## config.mk

```make
export PLATFORM = sky130hd
export DESIGN_NAME = rnps_cfg_regs
export DESIGN_NICKNAME = d
export VERILOG_FILES = /design/src/hdl/rnps_pkg.sv /design/src/hdl/rnps_cfg_regs.sv
export SDC_FILE = /design/constraint.sdc
export NUM_CORES = 1
export LEC_CHECK = 0
export CAP_MARGIN = 5
export CORE_MARGIN = 2
export CORE_UTILIZATION = 45
export CTS_CLUSTER_DIAMETER = 30
export DETAILED_ROUTE_END_ITERATION = 8
export DONT_BUFFER_PORTS = 1
export PLACE_DENSITY = 0.62
export REMOVE_ABC_BUFFERS = 1
export SLEW_MARGIN = 20
export SYNTH_ARGS = -nofsm -noshare
export SYNTH_HDL_FRONTEND = slang
export SYNTH_SLANG_ARGS = --single-unit
```

## constraint.sdc

```tcl
create_clock -name clk -period 0.8 [get_ports clk]
set_input_delay 0.2 -clock clk [delete_from_list [all_inputs] [get_ports clk]]
set_output_delay 0.2 -clock clk [all_outputs]
set_load 0.005 [all_outputs]
```

## src/hdl/rnps_pkg.sv

```systemverilog
// Shared types, widths and register codes for the ROI nearest point select unit.
// No dependencies; every other file imports this package.
package rnps_pkg;

    localparam int COORD_WIDTH = 16;
    localparam int SQ_WIDTH    = 2 * COORD_WIDTH;
    localparam int SUM_WIDTH   = SQ_WIDTH + 2;
    localparam int RANGE_WIDTH = 32;
    localparam int CMP_WIDTH   = (SUM_WIDTH > RANGE_WIDTH) ? SUM_WIDTH : RANGE_WIDTH;
    localparam int CFG_INDEX_WIDTH = 3;

    typedef logic signed [COORD_WIDTH-1:0] coord_t;
    typedef logic        [SQ_WIDTH-1:0]    square_t;
    typedef logic        [SUM_WIDTH-1:0]   range_sum_t;
    typedef logic        [RANGE_WIDTH-1:0] range_t;
    typedef logic        [CFG_INDEX_WIDTH-1:0] cfg_index_t;

    // Register indexes on the configuration port
    localparam cfg_index_t CFG_X_LOW  = 3'd0;
    localparam cfg_index_t CFG_X_HIGH = 3'd1;
    localparam cfg_index_t CFG_Y_LOW  = 3'd2;
    localparam cfg_index_t CFG_Y_HIGH = 3'd3;
    localparam cfg_index_t CFG_Z_LOW  = 3'd4;
    localparam cfg_index_t CFG_Z_HIGH = 3'd5;

    // Bound values after reset (Q8.7 metres)
    localparam coord_t RST_X_LOW  = COORD_WIDTH'(128);
    localparam coord_t RST_X_HIGH = COORD_WIDTH'(640);
    localparam coord_t RST_Y_LOW  = COORD_WIDTH'(-128);
    localparam coord_t RST_Y_HIGH = COORD_WIDTH'(128);
    localparam coord_t RST_Z_LOW  = COORD_WIDTH'(-256);
    localparam coord_t RST_Z_HIGH = COORD_WIDTH'(0);

    localparam range_t NOT_FOUND_RANGE = 32'hFFFF_FFFF;
    localparam range_t MAX_FOUND_RANGE = 32'hFFFF_FFFE;

    typedef struct packed {
        coord_t x_low;
        coord_t x_high;
        coord_t y_low;
        coord_t y_high;
        coord_t z_low;
        coord_t z_high;
    } box_t;

    typedef struct packed {
        coord_t x;
        coord_t y;
        coord_t z;
        logic   last;
    } point_word_t;

    // Candidate word between the square stage and the tracker
    typedef struct packed {
        logic    valid;
        logic    in_box;
        logic    last;
        coord_t  x;
        coord_t  y;
        coord_t  z;
        square_t sq_x;
        square_t sq_y;
        square_t sq_z;
    } cand_t;

    typedef struct packed {
        logic   found;
        coord_t near_x;
        coord_t near_y;
        coord_t near_z;
        range_t range_squared;
    } result_word_t;

endpackage

```

## src/hdl/rnps_cfg_regs.sv

```systemverilog
// Box bound registers written through the configuration port.
// Depends on rnps_pkg.
module rnps_cfg_regs
    import rnps_pkg::*;
(
    input  logic       clk,
    input  logic       rst_n,
    input  logic       wr_en,
    input  cfg_index_t wr_index,
    input  coord_t     wr_data,
    output box_t       box
);

    box_t box_reg;
    box_t box_next;

    // Decode the index; unknown indexes leave the bounds alone
    always_comb
    begin
        box_next = box_reg;
        if (wr_en)
        begin
            unique case (wr_index)
                CFG_X_LOW:  box_next.x_low  = wr_data;
                CFG_X_HIGH: box_next.x_high = wr_data;
                CFG_Y_LOW:  box_next.y_low  = wr_data;
                CFG_Y_HIGH: box_next.y_high = wr_data;
                CFG_Z_LOW:  box_next.z_low  = wr_data;
                CFG_Z_HIGH: box_next.z_high = wr_data;
                default:    box_next = box_reg;
            endcase
        end
    end

    always_ff @(posedge clk or negedge rst_n)
    begin
        if (!rst_n)
        begin
            box_reg.x_low  <= RST_X_LOW;
            box_reg.x_high <= RST_X_HIGH;
            box_reg.y_low  <= RST_Y_LOW;
            box_reg.y_high <= RST_Y_HIGH;
            box_reg.z_low  <= RST_Z_LOW;
            box_reg.z_high <= RST_Z_HIGH;
        end
        else
        begin
            box_reg <= box_next;
        end
    end

    assign box = box_reg;

endmodule

```

==> results.toml <==
[status]
status = "finished, violations left"
failing_checks = "hold timing, setup timing"

[clocking]
clock_sink_count = 96
cts_tree = "done"
cts_buffer_depth = 2
cts_htree_levels = 3
cts_root_buffer = "sky130_fd_sc_hd__clkbuf_8"
insertion_delay_ns = 0.34
cts_made_buffers = 9
clkTransAtPathRegs_ns = 0.10

[timing]
finalClockSkew_ns = 0
setup-violations-final = 139
totalNegativeSetupSlack_ns = -27.67
minimum_period_implied_by_the_final_worst_setup_slack_ns = 1.11
timing.final.max_slew_violations = 0
min_period_over_period_pct = 138
setup_repair_after_global_routing_missed_its_margin = "yes"
timing_worst_slew_pin_value_ns = 0.280
layout_setup_ws_ns = -0.308
achievable-frequency_mhz = 903
timing.slew.headroom_pct = 81.3
worst_hold_check_slack_ns = -0.469
hold_viol_final = 96

[synthesis]
ys_seq_elements = 96
asr_flop_ratio_synth_pct = 100
synth_compound_area_share_pct = 0
post_synth_mux_area_share_pct = 29.2
synth_top_cell_by_area = "sky130_fd_sc_hd__dfrtp_1"
synth.area.top_cells = "sky130_fd_sc_hd__dfrtp_1 (51%), sky130_fd_sc_hd__mux2_2 (29%), sky130_fd_sc_hd__dfstp_2 (15%)"
simple_gate_portion_of_the_synthesized_area_pct = 2.47
ys.warnings.count = 0
synth_area_um2 = 3700
postSynth.topFlopCell = "sky130_fd_sc_hd__dfrtp_1"
synthTopCellsByCount = "sky130_fd_sc_hd__mux2_2 (95), sky130_fd_sc_hd__dfrtp_1 (75), sky130_fd_sc_hd__dfstp_2 (21)"
synth.distinct_cells = 11
post_synth.cell_area_avg_um2 = 17.8
synth-adder-area-share_pct = 0
synth_edf_count = 0
postSynthCellCount = 208
synth_top_family_by_area = "multiplexers"
synth_xor_area_share_pct = 0
yosys.cell_count.top_type = "sky130_fd_sc_hd__mux2_2"
synth_top_area_share_pct = 50.7
ys_seq_area_share_pct = 65.6

[pwr]
power_density_nw_per_um2 = 2560
cellLeakagePower_uw = 0.00248
irDropWorstVdd_uv = 1270

[cells_and_area]
drive_gt1_share_pct = 70.1
largest_register_ff_count = 96
layout-area-overhead-vs-synth_pct = 42.4
final_net_count = 335
antenna_cells = 0

[die]
chipHeight_um = 94.7
pin_count = 118
initial_utilization_pct = 45.8
rows = 33
die_x_um = 94.7
die-area_um2 = 8970
core_region_area_um2 = 8090

[drt]
routed_wl_um = 8830
post_drt_via_cell_ratio = 5.13
drt_drc_violations_left = 0
first_iter_violations = 36
dr_total_vias = 2168
avgRoutedWirePerCell_um = 20.9
dr.pass1.iters = 4
routed_antenna_nets = 0

[critical_path]
r2r_end = "box[81]$_DFFE_PN0P_"
critPathArrivalTime_ns = 0.91
timing.critical_path.from_type = "flip-flop"
startpoint = "box[59]$_DFFE_PN1P_"
critPathKind = "reg -> out"
critPathRequiredTime_ns = 0.60
slack_of_the_worst_reg_to_reg_path_ns = -0.11
timing.critical_path.fanout_max = 2
timing.reg2reg.worst_path_depth = 2
end_kind = "primary output"
timing.rr.start = "box[81]$_DFFE_PN0P_"

[placed_design]
gpl.final_weighted_congestion = 0.659
dp_slack_ns = -0.401
hpwl_um = 5110
number_of_buffers_added_on_ports = 0

[flow_run]
timing.max_cap.violations = 0

[hold_path]
timing.hold.worst.class = "in -> async"

[global_routing]
globalRouteTotalUtil_pct = 18.8
maximum_number_of_pins_on_one_net_before_global_route_repair = 97
grt_remaining_overflow = 0
grt_pass1_wl_um = 12500
grt_pass1_vias = 2269
antenna_found_initial = 0
==> layout by cell type (no fill, tap or decap), drive strengths merged <==
| master | instances |
|---|---|
| mux2 | 96 |
| buf | 84 |
| dfrtp | 75 |
| dfstp | 21 |
| dlymetal6s4s | 13 |
| clkbuf | 11 |
| dlygate4sd3 | 6 |
| and4bb | 3 |
| nand4b | 2 |
| clkinvlp | 2 |
| clkinv | 2 |
| nor4b | 1 |
| bufinv | 1 |
| inv | 1 |
==> final cells by class <==
cell class	instances	area (um2)
Tap cell	105	131
Timing Repair Buffer	104	1210
Clock buffer	10	128
Clock inverter	6	67.6
Fill cell	593	2820
Sequential cell	96	2430
Multi-Input combinational cell	102	1320
==> routing by layer <==
metal,part of all wire (%),up-vias,track usage [%]
met3,7.1,10,6.46
met2,46,76,28.4
met4,1.1,0,6.52
met5,0,-,0
li1,-,957,-
met1,46,1125,25.4
==> where the power goes <==
group	switching (uW)	internal, uW	leakage [uW]
Clock	1680	1460	0.0000929
Sequential	817	6100	0.00112
Combinational	878	2550	0.00127
Total	3380	10100	0.00248
==> repair_timing <==
item                                   4_1_cts  5_1_grt
setup endpoints to repair                  112      177
cloned                                       1        1
pin swaps                                    1        2
resized for setup                           68       58
endpoints found under the hold margin      189      116
hold buffers                                14        5
setup buffers                                5        8
==> stage by stage <==
stage                     std cells  utilization (%)  area (um2)  hold slack [ns]  power [uW]
final                           423             65.2        5280           -0.469       13500
after global routing            423             65.2        5280           -0.501       14200
after CTS                       411             61.3        4960           -0.481       13100
after detailed placement        375             53.3        4310          -0.0939        9230
after global placement          375             53.3        4310          -0.0940        9120
after floorplan                 198                -        3600          -0.0956        7780
==> how the worst max path moves through the flow <==
stage,cells after the start,end
2_1_floorplan,2,box[80]$_DFFE_PN0P_
3_3_place_gp,3,box[86]$_DFFE_PN0P_
3_5_place_dp,3,box[91]$_DFFE_PN0P_
4_1_cts,0,box[61]
5_1_grt,0,box[60]
6_report,0,box[59]
==> logic make-up after synthesis <==
logic type,count (synthesis)
mux,96
simple gates,6
flops,96
buf+inv,10
No activity file was read; power rests on OpenSTA's default activity.
