===== config.mk =====
export PLATFORM = sky130hd
export DESIGN_NAME = rnps_square_stage
export DESIGN_NICKNAME = d
export VERILOG_FILES = /design/src/hdl/rnps_pkg.sv /design/src/hdl/rnps_square_stage.sv
export SDC_FILE = /design/constraint.sdc
export NUM_CORES = 2
export LEC_CHECK = 0
export ABC_AREA = 0
export BUFFER_PORTS_ARGS = -buffer_cell sky130_fd_sc_hd__buf_4
export CAP_MARGIN = 10
export CORE_ASPECT_RATIO = 0.75
export CORE_UTILIZATION = 50
export CTS_CLUSTER_SIZE = 24
export DETAILED_ROUTE_END_ITERATION = 7
export MAX_ROUTING_LAYER = met4
export PLACE_DENSITY_LB_ADDON = 0.12
export SETUP_SLACK_MARGIN = 0.2
export SYNTH_ARGS = -nofsm -noshare
export SYNTH_HDL_FRONTEND = slang
export SYNTH_SLANG_ARGS = --single-unit

===== constraint.sdc =====
create_clock -name clk -period 4.16 [get_ports clk]
set_clock_uncertainty 0.05 [all_clocks]
set_input_delay 1.04 -clock clk [delete_from_list [all_inputs] [get_ports clk]]
set_output_delay 1.04 -clock clk [all_outputs]
set_load 0.02 [all_outputs]

===== src/hdl/rnps_pkg.sv =====
// Shared types, widths and register codes for the ROI nearest point select unit.
// No dependencies; every other file imports this package.
package rnps_pkg;

    localparam int COORD_WIDTH = 16;
    localparam int SQ_WIDTH    = 2 * COORD_WIDTH;
    localparam int SUM_WIDTH   = SQ_WIDTH + 2;
    localparam int RANGE_WIDTH = 32;
    localparam int CMP_WIDTH   = (SUM_WIDTH > RANGE_WIDTH) ? SUM_WIDTH : RANGE_WIDTH;
    localparam int CFG_INDEX_WIDTH = 3;

    typedef logic signed [COORD_WIDTH-1:0] coord_t;
    typedef logic        [SQ_WIDTH-1:0]    square_t;
    typedef logic        [SUM_WIDTH-1:0]   range_sum_t;
    typedef logic        [RANGE_WIDTH-1:0] range_t;
    typedef logic        [CFG_INDEX_WIDTH-1:0] cfg_index_t;

    // Register indexes on the configuration port
    localparam cfg_index_t CFG_X_LOW  = 3'd0;
    localparam cfg_index_t CFG_X_HIGH = 3'd1;
    localparam cfg_index_t CFG_Y_LOW  = 3'd2;
    localparam cfg_index_t CFG_Y_HIGH = 3'd3;
    localparam cfg_index_t CFG_Z_LOW  = 3'd4;
    localparam cfg_index_t CFG_Z_HIGH = 3'd5;

    // Bound values after reset (Q8.7 metres)
    localparam coord_t RST_X_LOW  = COORD_WIDTH'(128);
    localparam coord_t RST_X_HIGH = COORD_WIDTH'(640);
    localparam coord_t RST_Y_LOW  = COORD_WIDTH'(-128);
    localparam coord_t RST_Y_HIGH = COORD_WIDTH'(128);
    localparam coord_t RST_Z_LOW  = COORD_WIDTH'(-256);
    localparam coord_t RST_Z_HIGH = COORD_WIDTH'(0);

    localparam range_t NOT_FOUND_RANGE = 32'hFFFF_FFFF;
    localparam range_t MAX_FOUND_RANGE = 32'hFFFF_FFFE;

    typedef struct packed {
        coord_t x_low;
        coord_t x_high;
        coord_t y_low;
        coord_t y_high;
        coord_t z_low;
        coord_t z_high;
    } box_t;

    typedef struct packed {
        coord_t x;
        coord_t y;
        coord_t z;
        logic   last;
    } point_word_t;

    // Candidate word between the square stage and the tracker
    typedef struct packed {
        logic    valid;
        logic    in_box;
        logic    last;
        coord_t  x;
        coord_t  y;
        coord_t  z;
        square_t sq_x;
        square_t sq_y;
        square_t sq_z;
    } cand_t;

    typedef struct packed {
        logic   found;
        coord_t near_x;
        coord_t near_y;
        coord_t near_z;
        range_t range_squared;
    } result_word_t;

endpackage


===== src/hdl/rnps_square_stage.sv =====
// Box test and per-axis squares, registered into a candidate word.
// Depends on rnps_pkg.
module rnps_square_stage
    import rnps_pkg::*;
(
    input  logic        clk,
    input  logic        rst_n,
    input  logic        in_valid,
    output logic        in_ready,
    input  point_word_t in_word,
    input  box_t        box,
    output cand_t       cand,
    input  logic        cand_ready
);

    cand_t cand_reg;
    cand_t cand_next;
    logic  advance;

    logic [COORD_WIDTH-1:0] mag_x;
    logic [COORD_WIDTH-1:0] mag_y;
    logic [COORD_WIDTH-1:0] mag_z;

    assign advance  = !cand_reg.valid || cand_ready;
    assign in_ready = advance;

    // Take magnitudes; the most negative code maps to its unsigned magnitude
    always_comb
    begin
        mag_x = in_word.x[COORD_WIDTH-1] ? COORD_WIDTH'(~in_word.x + 1'b1)
                                         : COORD_WIDTH'(in_word.x);
        mag_y = in_word.y[COORD_WIDTH-1] ? COORD_WIDTH'(~in_word.y + 1'b1)
                                         : COORD_WIDTH'(in_word.y);
        mag_z = in_word.z[COORD_WIDTH-1] ? COORD_WIDTH'(~in_word.z + 1'b1)
                                         : COORD_WIDTH'(in_word.z);
    end

    // Form the candidate word: inclusive box test and squares
    always_comb
    begin
        cand_next.valid  = in_valid;
        cand_next.in_box = (in_word.x >= box.x_low) && (in_word.x <= box.x_high) &&
                           (in_word.y >= box.y_low) && (in_word.y <= box.y_high) &&
                           (in_word.z >= box.z_low) && (in_word.z <= box.z_high);
        cand_next.last   = in_word.last;
        cand_next.x      = in_word.x;
        cand_next.y      = in_word.y;
        cand_next.z      = in_word.z;
        cand_next.sq_x   = SQ_WIDTH'(mag_x) * SQ_WIDTH'(mag_x);
        cand_next.sq_y   = SQ_WIDTH'(mag_y) * SQ_WIDTH'(mag_y);
        cand_next.sq_z   = SQ_WIDTH'(mag_z) * SQ_WIDTH'(mag_z);
    end

    always_ff @(posedge clk or negedge rst_n)
    begin
        if (!rst_n)
        begin
            cand_reg <= '0;
        end
        else if (advance)
        begin
            cand_reg <= cand_next;
        end
    end

    assign cand = cand_reg;

endmodule


==> results.toml <==
[floorplan]
fp.dieW_um = 280
dieArea_mm2 = 0.0589
ioPinCount = 297
start_util = 0.512
coreArea_mm2 = 0.0566
num_rows = 75
die_height_um = 210

[global_route]
antenna_found_initial = 1
grt_pass1_wl_mm = 150
grt_pass1_vias = 27800
grt_usage = 0.339
met3_usage = 0.0610
use_met2 = 0.523
grtUsageMet1 = 0.472
overflow = 0
grt_busiest_layer = "met2"
grt_max_degree = 163

[final_layout]
drive_gt1_frac = 0.363
largest_reg_flops = 141
nFillCells = 4241
syn_to_final_growth_pct = 43.6
antennaDiodeCount = 0
nNetsFinal = 5281
final_common_cell = "buf_4"
mostFrequentLayoutCells = "895 x buf_4, 682 x inv_1, 459 x fa_1, 388 x nand2_1, 322 x ha_1"
final_cell_area_mm2 = 0.0416

[synth]
async_reset_ff_frac = 1.00
synth-seq-cells = 141
synthFlopType = "dfrtp_1"
synth_edf_count = 0
avgSynthCellArea_um2 = 8.81
synth_cell_types = 62
ys_seq_area_frac = 0.122
yosysWarnings = 0
postSynthCellCount = 3287
syn_area_mm2 = 0.0290

[timing]
slew_viol_final = 0
post-route-period-util = 1.87
setup_violations = 79
max_slew_margin = 0.339
postLayoutSetupSlackWorst_ns = -3.61
worst_pin_slew_ns = 0.967
rsz0062_at_grt = "true"
fmax_ghz = 0.129
layout_min_cycle_time_ns = 7.77
hold_viol_final = 0

[cts]
clock_path_buffers = 2
clock-sinks = 141
cts_hold_buf = 0
clock-root-buffer = "clkbuf_16"
clock_latency_ns = 0.49
cts_tree = "done"
cts.clk_slew.worst_paths_ns = 0.09
cts_buffers = 17
htree_levels = 4

[critical_path]
reg2reg_depth = 6
r2r_start = "cand[146]$_DFFE_PN0P_"
crit_fanout = 7
crit_required_ns = 4.47
endpoint_kind = "register"
path_class = "in2reg"
rrSetupSlack_ns = 1.60
cp.arrival_ns = 8.08
worstSetupStartpointType = "input port"
crit_path_start = "in_word[20]"
rr_endpoint = "cand[145]$_DFFE_PN0P_"

[min_path]
worstHoldStart = "cand[100]$_DFFE_PN0P_"
holdPathStages = 2
min_to = "cand[100]$_DFFE_PN0P_"
hold_path_class = "reg2reg"

[outcome]
outcome = "finished, violations left"
failed_checks = "negative setup slack"

[route]
postRouteAntennaNets = 0
num_vias = 25800
routed_wl_mm = 93.2
first_pass_iters = 6
vias_per_cell = 5.12
routedWlPerCell_um = 18.5
drcViolationCount = 0
drtIter0Drc = 1382

[placed_design]
gp_congestion = 0.988
place_area_mm2 = 0.0384
hpwl_mm = 78.2
io_buffers = 293

[flow_run]
cap_violations = 0
-- per-stage QoR --
step                TNS, ns  hold slack (ns)  utilization  std cells  setup WS (ns)
floorplan           -231.39            0.532            -       3321          -3.88
global placement    -278.89            0.401        0.679       4932          -4.24
detailed placement  -286.94            0.408        0.679       4932          -4.35
CTS                 -224.91            0.426        0.719       5012          -3.63
global route        -246.19            0.454        0.735       5040          -3.89
finish              -230.32            0.421        0.735       5040          -3.61
-- per-layer routing --
| metal | vias up | part of all wire |
|---|---|---|
| li1 | 12100 | - |
| met1 | 12900 | 0.46 |
| met2 | 751 | 0.46 |
| met3 | 104 | 0.067 |
| met4 | 0 | 0.017 |
| met5 | - | 0 |
-- worst max-delay path, stage by stage --
cell	delay (ns)
buf_6	0.09
or4_4	0.55
or3_4	0.41
or4_4	0.47
o21ai_4	0.22
xnor2_4	0.21
buf_6	0.17
nand2_2	0.05
fa_1	0.49
fa_1	0.54
inv_1	0.05
fa_1	0.49
fa_1	0.44
fa_1	0.54
inv_1	0.05
fa_1	0.49
inv_2	0.05
ha_4	0.26
a21oi_2	0.14
o21ai_2	0.09
a31oi_1	0.20
o21ai_2	0.12
o41ai_4	0.24
buf_6	0.18
o21bai_4	0.11
a31oi_4	0.18
xor2_1	0.16
a21oi_1	0.08
-- kinds of logic after synthesis --
kind of cell               count (synthesis)  share of synthesized area
adders and majority gates                875                      0.505
and+or+nand+nor                          845                      0.125
xor gates and xnor gates                 142                     0.0437
AOI/OAI and AO/OA                        426                     0.0919
other                                      2                   0.000259
DFF                                      141                      0.122
buffers and inverters                    856                      0.112
-- how the worst max path moves through the flow --
stage / endpoint / slack [ns] / cells after the start
after floorplan: cand[93]$_DFFE_PN0P_ / -3.88 / 27
after global placement: cand[93]$_DFFE_PN0P_ / -4.24 / 30
after detailed placement: cand[62]$_DFFE_PN0P_ / -4.35 / 29
after CTS: cand[62]$_DFFE_PN0P_ / -3.63 / 26
after global routing: cand[89]$_DFFE_PN0P_ / -3.89 / 29
final: cand[56]$_DFFE_PN0P_ / -3.61 / 28
-- synthesized netlist by cell type, drive strengths merged (3+ instances only) --
cell type / number / share of area
a21oi: 125 / 0.022
nand4: 17 / 0.0037
a21boi: 5 / 0.0013
xor2: 68 / 0.021
o21ai: 111 / 0.019
a211oi: 11 / 0.0029
clkbuf: 61 / 0.0079
o211ai: 12 / 0.0031
o221ai: 3 / 0.00091
a21o: 67 / 0.017
a2111oi: 5 / 0.0015
and4: 6 / 0.0018
nor2b: 18 / 0.0039
o41ai: 6 / 0.0018
o21a: 13 / 0.0034
nand2b: 14 / 0.0030
ha: 387 / 0.17
xnor2: 74 / 0.023
o2111ai: 3 / 0.00091
o21bai: 8 / 0.0021
o31ai: 15 / 0.0039
o2111a: 3 / 0.0012
nand2: 447 / 0.058
nor2: 231 / 0.031
and3: 12 / 0.0026
nor3: 21 / 0.0036
buf: 14 / 0.0031
clkinv: 20 / 0.0026
or3: 11 / 0.0024
nand3: 20 / 0.0035
or4: 8 / 0.0023
a211o: 7 / 0.0021
a41oi: 4 / 0.0012
dfrtp: 141 / 0.12
or2: 4 / 0.00086
inv: 761 / 0.099
fa: 488 / 0.34
o311ai: 3 / 0.00091
nor3b: 4 / 0.0010
a221oi: 6 / 0.0018
and2: 23 / 0.0050
a31oi: 13 / 0.0028
nand4b: 3 / 0.00091
-- timing repair --
item                                    in CTS  in global routing
endpoints found under the setup margin      81                 82
gates resized for setup                    291                160
pin swaps                                  208                112
gates cloned                                 0                  0
setup buffers                               48                 28
-- cell type report --
cell class | count | area, µm² | share of cell area
sequential | 141 | 3530 | 0.0849
tap | 770 | 963 | 0.0232
inverter | 781 | 3030 | 0.0729
clock buffer | 18 | 429 | 0.0103
multi-input combinational | 2324 | 25500 | 0.614
clock inverter | 14 | 170 | 0.00409
timing repair buffer | 992 | 7920 | 0.190
Power is not shown: default switching activity piles up to over one toggle a cycle in this logic, so the estimate is an artifact.
