File: config.mk
export PLATFORM = sky130hd
export DESIGN_NAME = rnps_best_track
export DESIGN_NICKNAME = d
export VERILOG_FILES = /design/src/hdl/rnps_pkg.sv /design/src/hdl/rnps_best_track.sv
export SDC_FILE = /design/constraint.sdc
export NUM_CORES = 1
export LEC_CHECK = 0
export ABC_AREA = 0
export BUFFER_PORTS_ARGS = -buffer_cell sky130_fd_sc_hd__buf_4
export CELL_PAD_IN_SITES_DETAIL_PLACEMENT = 1
export CELL_PAD_IN_SITES_GLOBAL_PLACEMENT = 1
export CORE_MARGIN = 4
export CORE_UTILIZATION = 39
export DETAILED_ROUTE_END_ITERATION = 10
export GPL_TIMING_DRIVEN = 0
export HOLD_SLACK_MARGIN = 0.06
export PLACE_DENSITY_LB_ADDON = 0.1
export SETUP_SLACK_MARGIN = 0.02
export SYNTH_ARGS = -nofsm -noshare
export SYNTH_HDL_FRONTEND = slang
export SYNTH_SLANG_ARGS = --single-unit
File: constraint.sdc
create_clock -name clk -period 4.55 [get_ports clk]
set_clock_uncertainty 0.05 [all_clocks]
set_input_delay 0.91 -clock clk [delete_from_list [all_inputs] [get_ports clk]]
set_output_delay 0.91 -clock clk [all_outputs]
set_load 0.01 [all_outputs]
File: src/hdl/rnps_pkg.sv
// Shared types, widths and register codes for the ROI nearest point select unit.
// No dependencies; every other file imports this package.
package rnps_pkg;

    localparam int COORD_WIDTH = 16;
    localparam int SQ_WIDTH    = 2 * COORD_WIDTH;
    localparam int SUM_WIDTH   = SQ_WIDTH + 2;
    localparam int RANGE_WIDTH = 32;
    localparam int CMP_WIDTH   = (SUM_WIDTH > RANGE_WIDTH) ? SUM_WIDTH : RANGE_WIDTH;
    localparam int CFG_INDEX_WIDTH = 3;

    typedef logic signed [COORD_WIDTH-1:0] coord_t;
    typedef logic        [SQ_WIDTH-1:0]    square_t;
    typedef logic        [SUM_WIDTH-1:0]   range_sum_t;
    typedef logic        [RANGE_WIDTH-1:0] range_t;
    typedef logic        [CFG_INDEX_WIDTH-1:0] cfg_index_t;

    // Register indexes on the configuration port
    localparam cfg_index_t CFG_X_LOW  = 3'd0;
    localparam cfg_index_t CFG_X_HIGH = 3'd1;
    localparam cfg_index_t CFG_Y_LOW  = 3'd2;
    localparam cfg_index_t CFG_Y_HIGH = 3'd3;
    localparam cfg_index_t CFG_Z_LOW  = 3'd4;
    localparam cfg_index_t CFG_Z_HIGH = 3'd5;

    // Bound values after reset (Q8.7 metres)
    localparam coord_t RST_X_LOW  = COORD_WIDTH'(128);
    localparam coord_t RST_X_HIGH = COORD_WIDTH'(640);
    localparam coord_t RST_Y_LOW  = COORD_WIDTH'(-128);
    localparam coord_t RST_Y_HIGH = COORD_WIDTH'(128);
    localparam coord_t RST_Z_LOW  = COORD_WIDTH'(-256);
    localparam coord_t RST_Z_HIGH = COORD_WIDTH'(0);

    localparam range_t NOT_FOUND_RANGE = 32'hFFFF_FFFF;
    localparam range_t MAX_FOUND_RANGE = 32'hFFFF_FFFE;

    typedef struct packed {
        coord_t x_low;
        coord_t x_high;
        coord_t y_low;
        coord_t y_high;
        coord_t z_low;
        coord_t z_high;
    } box_t;

    typedef struct packed {
        coord_t x;
        coord_t y;
        coord_t z;
        logic   last;
    } point_word_t;

    // Candidate word between the square stage and the tracker
    typedef struct packed {
        logic    valid;
        logic    in_box;
        logic    last;
        coord_t  x;
        coord_t  y;
        coord_t  z;
        square_t sq_x;
        square_t sq_y;
        square_t sq_z;
    } cand_t;

    typedef struct packed {
        logic   found;
        coord_t near_x;
        coord_t near_y;
        coord_t near_z;
        range_t range_squared;
    } result_word_t;

endpackage

File: src/hdl/rnps_best_track.sv
// Closest-point tracker and result register.
// Depends on rnps_pkg; fed by rnps_square_stage.
module rnps_best_track
    import rnps_pkg::*;
(
    input  logic         clk,
    input  logic         rst_n,
    input  cand_t        cand,
    output logic         cand_ready,
    output logic         res_valid,
    input  logic         res_ready,
    output result_word_t res
);

    logic         have_reg;
    range_sum_t   best_sum_reg;
    coord_t       best_x_reg;
    coord_t       best_y_reg;
    coord_t       best_z_reg;
    logic         res_valid_reg;
    result_word_t res_reg;

    range_sum_t   sum;
    logic         better;
    logic         have_next;
    range_sum_t   best_sum_next;
    coord_t       best_x_next;
    coord_t       best_y_next;
    coord_t       best_z_next;
    logic         fire;
    result_word_t res_next;

    // Only a last word needs room in the result register
    assign cand_ready = !cand.valid || !cand.last || !res_valid_reg || res_ready;
    assign fire       = cand.valid && cand_ready;

    // Compare and update; ties keep the earlier point
    always_comb
    begin
        sum = SUM_WIDTH'(cand.sq_x) + SUM_WIDTH'(cand.sq_y) + SUM_WIDTH'(cand.sq_z);
        better = cand.valid && cand.in_box && (!have_reg || (sum < best_sum_reg));
        have_next     = have_reg || (cand.valid && cand.in_box);
        best_sum_next = better ? sum    : best_sum_reg;
        best_x_next   = better ? cand.x : best_x_reg;
        best_y_next   = better ? cand.y : best_y_reg;
        best_z_next   = better ? cand.z : best_z_reg;
    end

    // Build the result word, saturating the range below the not-found code
    always_comb
    begin
        res_next.found  = have_next;
        res_next.near_x = best_x_next;
        res_next.near_y = best_y_next;
        res_next.near_z = best_z_next;
        if (!have_next)
        begin
            res_next.range_squared = NOT_FOUND_RANGE;
        end
        else if (CMP_WIDTH'(best_sum_next) > CMP_WIDTH'(MAX_FOUND_RANGE))
        begin
            res_next.range_squared = MAX_FOUND_RANGE;
        end
        else
        begin
            res_next.range_squared = RANGE_WIDTH'(best_sum_next);
        end
    end

    // Hold search state; clear it after the last point of a scan
    always_ff @(posedge clk or negedge rst_n)
    begin
        if (!rst_n)
        begin
            have_reg     <= 1'b0;
            best_sum_reg <= '1;
            best_x_reg   <= '0;
            best_y_reg   <= '0;
            best_z_reg   <= '0;
        end
        else if (fire)
        begin
            if (cand.last)
            begin
                have_reg     <= 1'b0;
                best_sum_reg <= '1;
                best_x_reg   <= '0;
                best_y_reg   <= '0;
                best_z_reg   <= '0;
            end
            else
            begin
                have_reg     <= have_next;
                best_sum_reg <= best_sum_next;
                best_x_reg   <= best_x_next;
                best_y_reg   <= best_y_next;
                best_z_reg   <= best_z_next;
            end
        end
    end

    // Result register: load on a last word, drop once taken
    always_ff @(posedge clk or negedge rst_n)
    begin
        if (!rst_n)
        begin
            res_valid_reg <= 1'b0;
        end
        else if (fire && cand.last)
        begin
            res_valid_reg <= 1'b1;
        end
        else if (res_ready)
        begin
            res_valid_reg <= 1'b0;
        end
    end

    always_ff @(posedge clk)
    begin
        if (fire && cand.last)
        begin
            res_reg <= res_next;
        end
    end

    assign res_valid = res_valid_reg;
    assign res       = res_reg;

    a_clear_after_last: assert property (@(posedge clk) disable iff (!rst_n)
        (fire && cand.last) |=> (!have_reg && best_x_reg == '0))
        else $error("search state not cleared after last point");

    a_not_found_code: assert property (@(posedge clk) disable iff (!rst_n)
        (res_valid_reg && !res_reg.found) |->
            (res_reg.range_squared == NOT_FOUND_RANGE && res_reg.near_x == '0))
        else $error("not-found result carries data");

    a_found_range: assert property (@(posedge clk) disable iff (!rst_n)
        (res_valid_reg && res_reg.found) |-> (res_reg.range_squared != NOT_FOUND_RANGE))
        else $error("found result uses the not-found range code");

    a_idle_holds: assert property (@(posedge clk) disable iff (!rst_n)
        !fire |=> ($stable(have_reg) && $stable(best_sum_reg)))
        else $error("search state moved without a word");

endmodule
==> results of run 1 <==
==> cells by family after synthesis <==
family                   synth area share [%]
adder cells (fa/ha/maj)                  14.0
AO/OA/AOI/OAI                            19.9
buffers and inverters                    4.55
flip-flops                               43.7
XOR/XNOR                                 2.34
AND/OR/NAND/NOR                          10.3
multiplexers                             5.26
==> critical path, delay by kind of cell <==
kind,cells,cell delay (ps)
compound gates,8,1420
fa+ha+maj,4,1320
buf+inv,5,780
simple gates,6,1330
==> how the worst max path moves through the flow <==
stage,to,depth (start not counted),slack [ps],start
after detailed placement,res[6]$_SDFFCE_PP1P_,21,-2130,cand[1]
after global routing,res[0]$_SDFFCE_PP1P_,21,-1240,cand[25]
after floorplan,res[7]$_SDFFCE_PP1P_,21,-980,cand[1]
after CTS,res[0]$_SDFFCE_PP1P_,21,-1060,cand[65]
final,res[0]$_SDFFCE_PP1P_,23,-1110,cand[1]
after global placement,res[6]$_SDFFCE_PP1P_,21,-2130,cand[1]
==> layer usage <==
layer,up-vias,GRT usage [%]
met5,-,0
met4,0,5.67
met3,48,3.33
met2,259,38.9
met1,4408,28.2
li1,4044,-
==> cells in the final DEF, fill, tap and decap left out, types with 13 or more instances in the layout <==
master,Yosys,routed
a22o_1,49,49
o22a_1,22,22
inv_1,54,51
edfxtp_1,81,81
dfrtp_1,50,50
nand2_1,72,69
fa_1,33,31
buf_12,3,19
nor2_4,0,16
buf_4,3,271
mux2_4,0,48
o211ai_2,25,20
dfstp_2,34,34
a21oi_1,59,33
clkbuf_1,26,13
nor2_1,40,21
nand4_1,18,18
a21oi_2,4,26
ha_1,64,51
clkbuf_16,0,20
buf_6,1,18
nand3_1,14,14
==> where the power goes <==
part	internal [uW]	switching, uW
combinational	1260	1530
clock	822	652
sequential	1780	121
total	3860	2300
==> stage by stage <==
| step | utilization, % | total power, uW |
|---|---|---|
| final | 58.6 | 6160 |
| after CTS | 55.4 | 5800 |
| after global routing | 58.6 | 6510 |
| after detailed placement | 49.1 | 4000 |
| after floorplan | - | 3300 |
| after global placement | 48.9 | 3940 |
==> area by class of cell <==
type                            instances  area (um2)
Buffer                                 44         427
Clock buffer                           17         425
Clock inverter                         14         169
Fill cell                            2669       10900
Inverter                               55         206
Multi-Input combinational cell        640        6440
Sequential cell                       165        4580
Tap cell                              335         419
Timing Repair Buffer                  307        2690
==> what timing repair did <==
item                                    4_1_cts  5_1_grt
buffers inserted                             31       33
gates cloned                                 11        3
resized for setup                           128      150
pin swaps                                    54       48
endpoints found under the setup margin      162      162
==> impl_results.md, run 1 <==
* Worst path required time at 4660 ps
* Total GRT Usage at a little over a fifth
* Post-detail-place hpwl at 23,600 um
* Synthesized net count at 1,156
* Count of cell types in the netlist at between 80 and 90
* Rel. slew slack at around a fifth
* Final hold violation count at 0
* Hold path startpoint: best_sum_reg[7]$_DFFE_PN1P_
* Reg2reg end: res[0]$_SDFFCE_PP1P_
* Die Area at 29,500 um2
* DRT Pass-1 Iters at 5
* Worst-path cell chain: buf_6 > fa_1 > ha_4 > fa_2 > a21o_1 > a221oi_4 > buf_6 > o31ai_4 > and4_4 > or4_4 > and2_4 > ha_4 > and4_4 > and4_4 > o2111ai_4 > o211ai_1 > a211oi_2 > buf_6 > buf_12 > inv_1 > nor4b_2 > a311oi_1 > a21oi_2
* Post-Layout Inst Area at 15,400 um2
* CTS Hold Bufs at 0
* Met3 WL post-DR at 1640 um
* Placed cell areas at 12,900 um2
* Worst-Skew Late Latency at ~430 ps
* Placed instance count at about 1,500
* Global route overflow at 0
* Async set-or-reset flop fraction in the synthesized netlist at 50.9%
* IO buf count at 231
* Synthesized flop and latch total at 165
* Crit-path slowest cell: fa_1
* Final min period at 5660 ps
* Most numerous cell in the Yosys netlist: edfxtp_1
* FMAX at 0.177 GHz
* Setup slack, reg-to-reg at ~1100 ps
* Largest cells by area after synthesis: edfxtp_1 (23%), dfrtp_1 (12%), dfstp_2 (8.5%)
* Post-Route M1 WL at 14,300 um
* Worst R2R Path Depth at 11
* Final net count at 1,477
* Worst setup path category: input pin to flop
* Antenna violations before repair at 0
* Max-Cap Viols at 0
* Die Wd at 172 um
* Mapped cell area at 10,500 um2
* Non-Filler Instances at 1,577
* Root buffer cell: clkbuf_16
* WP data arrival at 5770 ps
* Failing checks: negative setup slack
* Hold depth at 2
* Die Y at 172 um
* Top fanout value on the critical path at 10
* Worst setup margin at -1110 ps
* Clk buf depth at 2
* Number of vias per cell at 5.55
* Vias in the first global route at 9,276
* Ports at 233
* Yosys warns at 0
* Slew Limit Fails at 0
* CTS Sinks at around 170
* Main synth FF type: edfxtp_1
* Setup_tns at -153,780 ps
* Crit Reg-Reg Startpoint: best_sum_reg[26]$_DFFE_PN1P_
* Final WL at 34,300 um
* Max FFs per register at 81
* Via Count at 8,759
* Synth top area share at 23.2%
* Worst min path class: flop to flop
* P per Cell Area at between 400 and 500 nW/um2
* P_leak at 0.00653 uW
* Routability congestion estimate at 0.839
* Hold EP: best_sum_reg[7]$_DFFE_PN1P_
* Worst path max stage delay at 520 ps
* Cell Rows at just under 60
* Worst Tran Pin Value at 1180 ps
* Synth Area per Inst at around 12 um2
* Residual DRC count at 0
* Post-synthesis sequential area ratio at a little over two fifths
* Antenna Nets Post-Route at 0
* Clock-pin slew on the worst setup and hold paths at about 70 ps
* CTS H-tree depth at 4
* Worst VDD drop at 0.000263 V
* Crit. End Element: flop
* Starting Density at roughly two fifths
* Post-synth EDFFs at between 80 and 90
* Setup-failing EPs final at 162
* Metal2 WL at 17,700 um
* First DRT Iteration DRCs at 442
* CTS tree: built
* Largest net degree at the start of global routing at between 80 and 90
* Post-synth top area cell: edfxtp_1
* Final Cycle Share at 124%
* Share of cells above drive strength 1 at approximately 50%
* First-pass GRT wire length at 50,900 um
* Area Growth Syn to Fin at 46.7%
* Worst slack, placed at -2130 ps
* CP startpoint kind: input pin
* Worst hold slack at 457 ps
* TritonCTS Buffers at 17
* RSZ-0062 raised after global routing: true
* Run status: complete, but fails checks
* Top Layer Used: met4
* Mapped Cells at 909
* DR WL/cell at approximately 22 um
* Core area at 26,200 um2
* Top cells by count, synth: edfxtp_1 (81), nand2_1 (72), ha_1 (64)
* # diodes at 0
Power figures use the tool's default switching activity.
==> inputs of run 2 (changes only) <==
ABC_AREA = 1   (was 0)
CORE_UTILIZATION = 37   (was 39)
==> impl_results.md, run 2 <==
* Run status: complete, but fails checks
* Failing checks: negative setup slack
* DR WL/cell at about 24 um
* Worst path max stage delay at 510 ps
* Worst setup margin at -944 ps
* P_leak at slightly above 0.008 uW
* Worst setup path category: input pin to flop
* Clock power share at 22.1%
* Largest cells by area after synthesis: edfxtp_1 (23%), nand2_1 (12%), dfrtp_1 (12%)
* Crit-path slowest cell: fa_1
* Register Area at around 4600 um2
* FILL cells at 3,091
* Residual DRC count at 0
* Area of the multi-input gates at 7720 um2
* RSZ-0062 raised after global routing: true
* Top fanout value on the critical path at 5
* CTS tree: built
* Mapped Cells at 1,317
* Commonest cells after routing, fill and taps aside: buf_4 (309), inv_1 (242), nand2_1 (186), nand2_2 (86), edfxtp_1 (81)
* WP data arrival at 5760 ps
* Total GRT Usage at 25.2%
* Final Cycle Share at 121%
* Post-synthesis sequential area ratio at 42.9%
* P per Cell Area at 372 nW/um2
* Die Wd at approximately 180 um
* Post-synth EDFFs at 81
* Cell mode on critical path: nand2_1
* Share of cells above drive strength 1 at 53.0%
* Max-Cap Viols at 0
* Die Area at 31,600 um2
* Antenna Nets Post-Route at 0
* Clock-pin slew on the worst setup and hold paths at about 80 ps
* Area Growth Syn to Fin at 67.3%
* Die Y at 178 um
* Post-detail-place hpwl at between 20,000 and 30,000 um
* Main synth FF type: edfxtp_1
* CTS Sinks at 165
* Crit. End Element: flop
* Setup-failing EPs final at 150
* Max FFs per register at 81
* Final WL at 49,500 um
* Worst VDD drop at around 0.00019 V
* Synthesized net count at 1,564
* FMAX at 0.182 GHz
* Placed instance count at 1,930
* Routability congestion estimate at between 0.8 and 0.9
* DRT Pass-1 Iters at 7
* First DRT Iteration DRCs at approximately 700
* Slew Limit Fails at 0
* P_sw at 2770 uW
* CTS Hold Bufs at 0
* Global route overflow at 0
* Worst Tran Pin Value at 1200 ps
* Count of cell types in the netlist at 31
* Final hold violation count at 0
* Synth top area share at 22.8%
* Largest net degree at the start of global routing at 85
* IO buf count at 232
* Power Internal at 3870 uW
* Ports at 233
* Synth Area per Inst at just over 8 um2
* CP startpoint kind: input pin
* Via Count at ~11,000
* Synthesized flop and latch total at between 150 and 200
* Clk buf depth at 2
* Cell Rows at 61
* CTS H-tree depth at 4
* TritonCTS Buffers at 17
* Worst path required time at 4810 ps
* Top cells by count, synth: nand2_1 (346), inv_1 (266), o21ai_0 (83)
* Async set-or-reset flop fraction in the synthesized netlist at 50.9%
* Post-synth top area cell: edfxtp_1
* Number of vias per cell at 5.46
* Gate power share at 50.3%
* Most numerous cell in the Yosys netlist: nand2_1
* Non-Filler Instances at around 2,100
* Yosys warns at 0
* Rel. slew slack at 19.7%
* Core area at 28,100 um2
* Vias in the first global route at 11,900
* Antenna violations before repair at 0
* Final core occ at a little under two thirds
* First-pass GRT wire length at 62,700 um
* Worst min path class: flop to flop
* Starting Density at 38.0%
* Final net count at 1,942
* Sw Ratio at between 40% and 50%
* Final min period at 5490 ps
* Commonest non-fill, non-tap cell in the layout: buf_4
* Worst-Skew Late Latency at about 440 ps
* Root buffer cell: clkbuf_16
* Register share of total power at 27.6%
* Mapped cell area at 10,700 um2
[run 2: cell types whose count changed in the layout (fill, tap and decap cells not counted), moves of 26 or more]
cell,previous run,this run
inv_1,51,242
nand2_1,69,186
nand2_2,6,86
nand2_4,2,75
a22o_1,49,0
mux2_4,48,0
o21ai_4,0,45
o22ai_2,0,45
buf_4,271,309
ha_1,51,25
ha_4,10,36
o22ai_1,0,26
[run 2: cell type report]
type | instances | area share (%)
antenna | 1 | 0.0140
clock buffer | 17 | 2.38
inverter | 269 | 5.66
buffer | 37 | 1.98
sequential | 165 | 25.6
tap | 378 | 2.65
multi-input combinational | 845 | 43.2
clock inverter | 15 | 0.876
timing repair buffer | 360 | 17.6
[run 2: per-layer routing]
metal  GRT usage (%)  share of wire (%)  wire [um]  up-vias
li1                -                  -          -     5031
met1            29.1                 37      18400     5690
met2            45.9                 52      25700      507
met3            4.54                5.5       2720      158
met4            10.3                5.4       2660        0
met5               0                  0          0        -
[run 2: cell families (layout without fill, tap and decap cells)]
logic type | Yosys count | after routing | synth area share, %
other | 0 | 1 | 0
xor gates and xnor gates | 16 | 16 | 1.31
DFF | 165 | 165 | 42.9
and+or+nand+nor | 515 | 516 | 19.7
adders and majority gates | 97 | 97 | 13.7
AOI/OAI and AO/OA | 216 | 216 | 11.2
buffers and inverters | 308 | 698 | 11.2
[run 2: worst paths after layout]
path,from,endpoint,slack (ps),cells past startpoint
hold / removal,best_sum_reg[22]$_DFFE_PN1P_,best_sum_reg[22]$_DFFE_PN1P_,480,2
hold reg to reg,best_sum_reg[22]$_DFFE_PN1P_,best_sum_reg[22]$_DFFE_PN1P_,480,2
setup reg to reg,best_sum_reg[21]$_DFFE_PN1P_,res[10]$_SDFFCE_PP1P_,840,25
min in group asynchronous,rst_n,best_y_reg[2]$_DFFE_PN0P_,630,1
setup / recovery,cand[1],res[30]$_SDFFCE_PP1P_,-940,34
max in group asynchronous,rst_n,best_x_reg[7]$_DFFE_PN0P_,3020,1
[run 2: stage by stage]
stage               power (uW)  TNS (ps)  hold slack, ps  setup WS [ps]  instance area, um2
global route              6940   -104780             496          -1130               17900
global placement          3590   -198640             478          -1790               13000
CTS                       5740    -59850             496           -708               16200
finish                    6640    -79710             475           -944               17900
detailed placement        3660   -181700             484          -1820               13100
floorplan                 3020    -10550             468           -388               10800
[run 2: worst max-delay path, delay by kind of cell]
family,cells,cell delay [ps]
adder cells (fa/ha/maj),4,1330
AND/OR/NAND/NOR,18,1840
AO/OA/AOI/OAI,3,450
buffers and inverters,8,1030
XOR/XNOR,1,160
[run 2: what timing repair did]
action | 4_1_cts | 5_1_grt
setup buffers | 89 | 42
pin swaps | 71 | 81
hold endpoints to repair | 0 | 0
gates cloned | 11 | 2
endpoints found under the setup margin | 162 | 162
resized for setup | 393 | 356
[run 2: power groups by stage]
stage / Clock (uW) / Sequential, uW / Combinational [uW]
final: 1470 / 1830 / 3340
after global routing: 1540 / 1840 / 3570
after CTS: 1450 / 1800 / 2490
after detailed placement: 0 / 1830 / 1830
after global placement: 0 / 1820 / 1770
after floorplan: 0 / 1830 / 1190
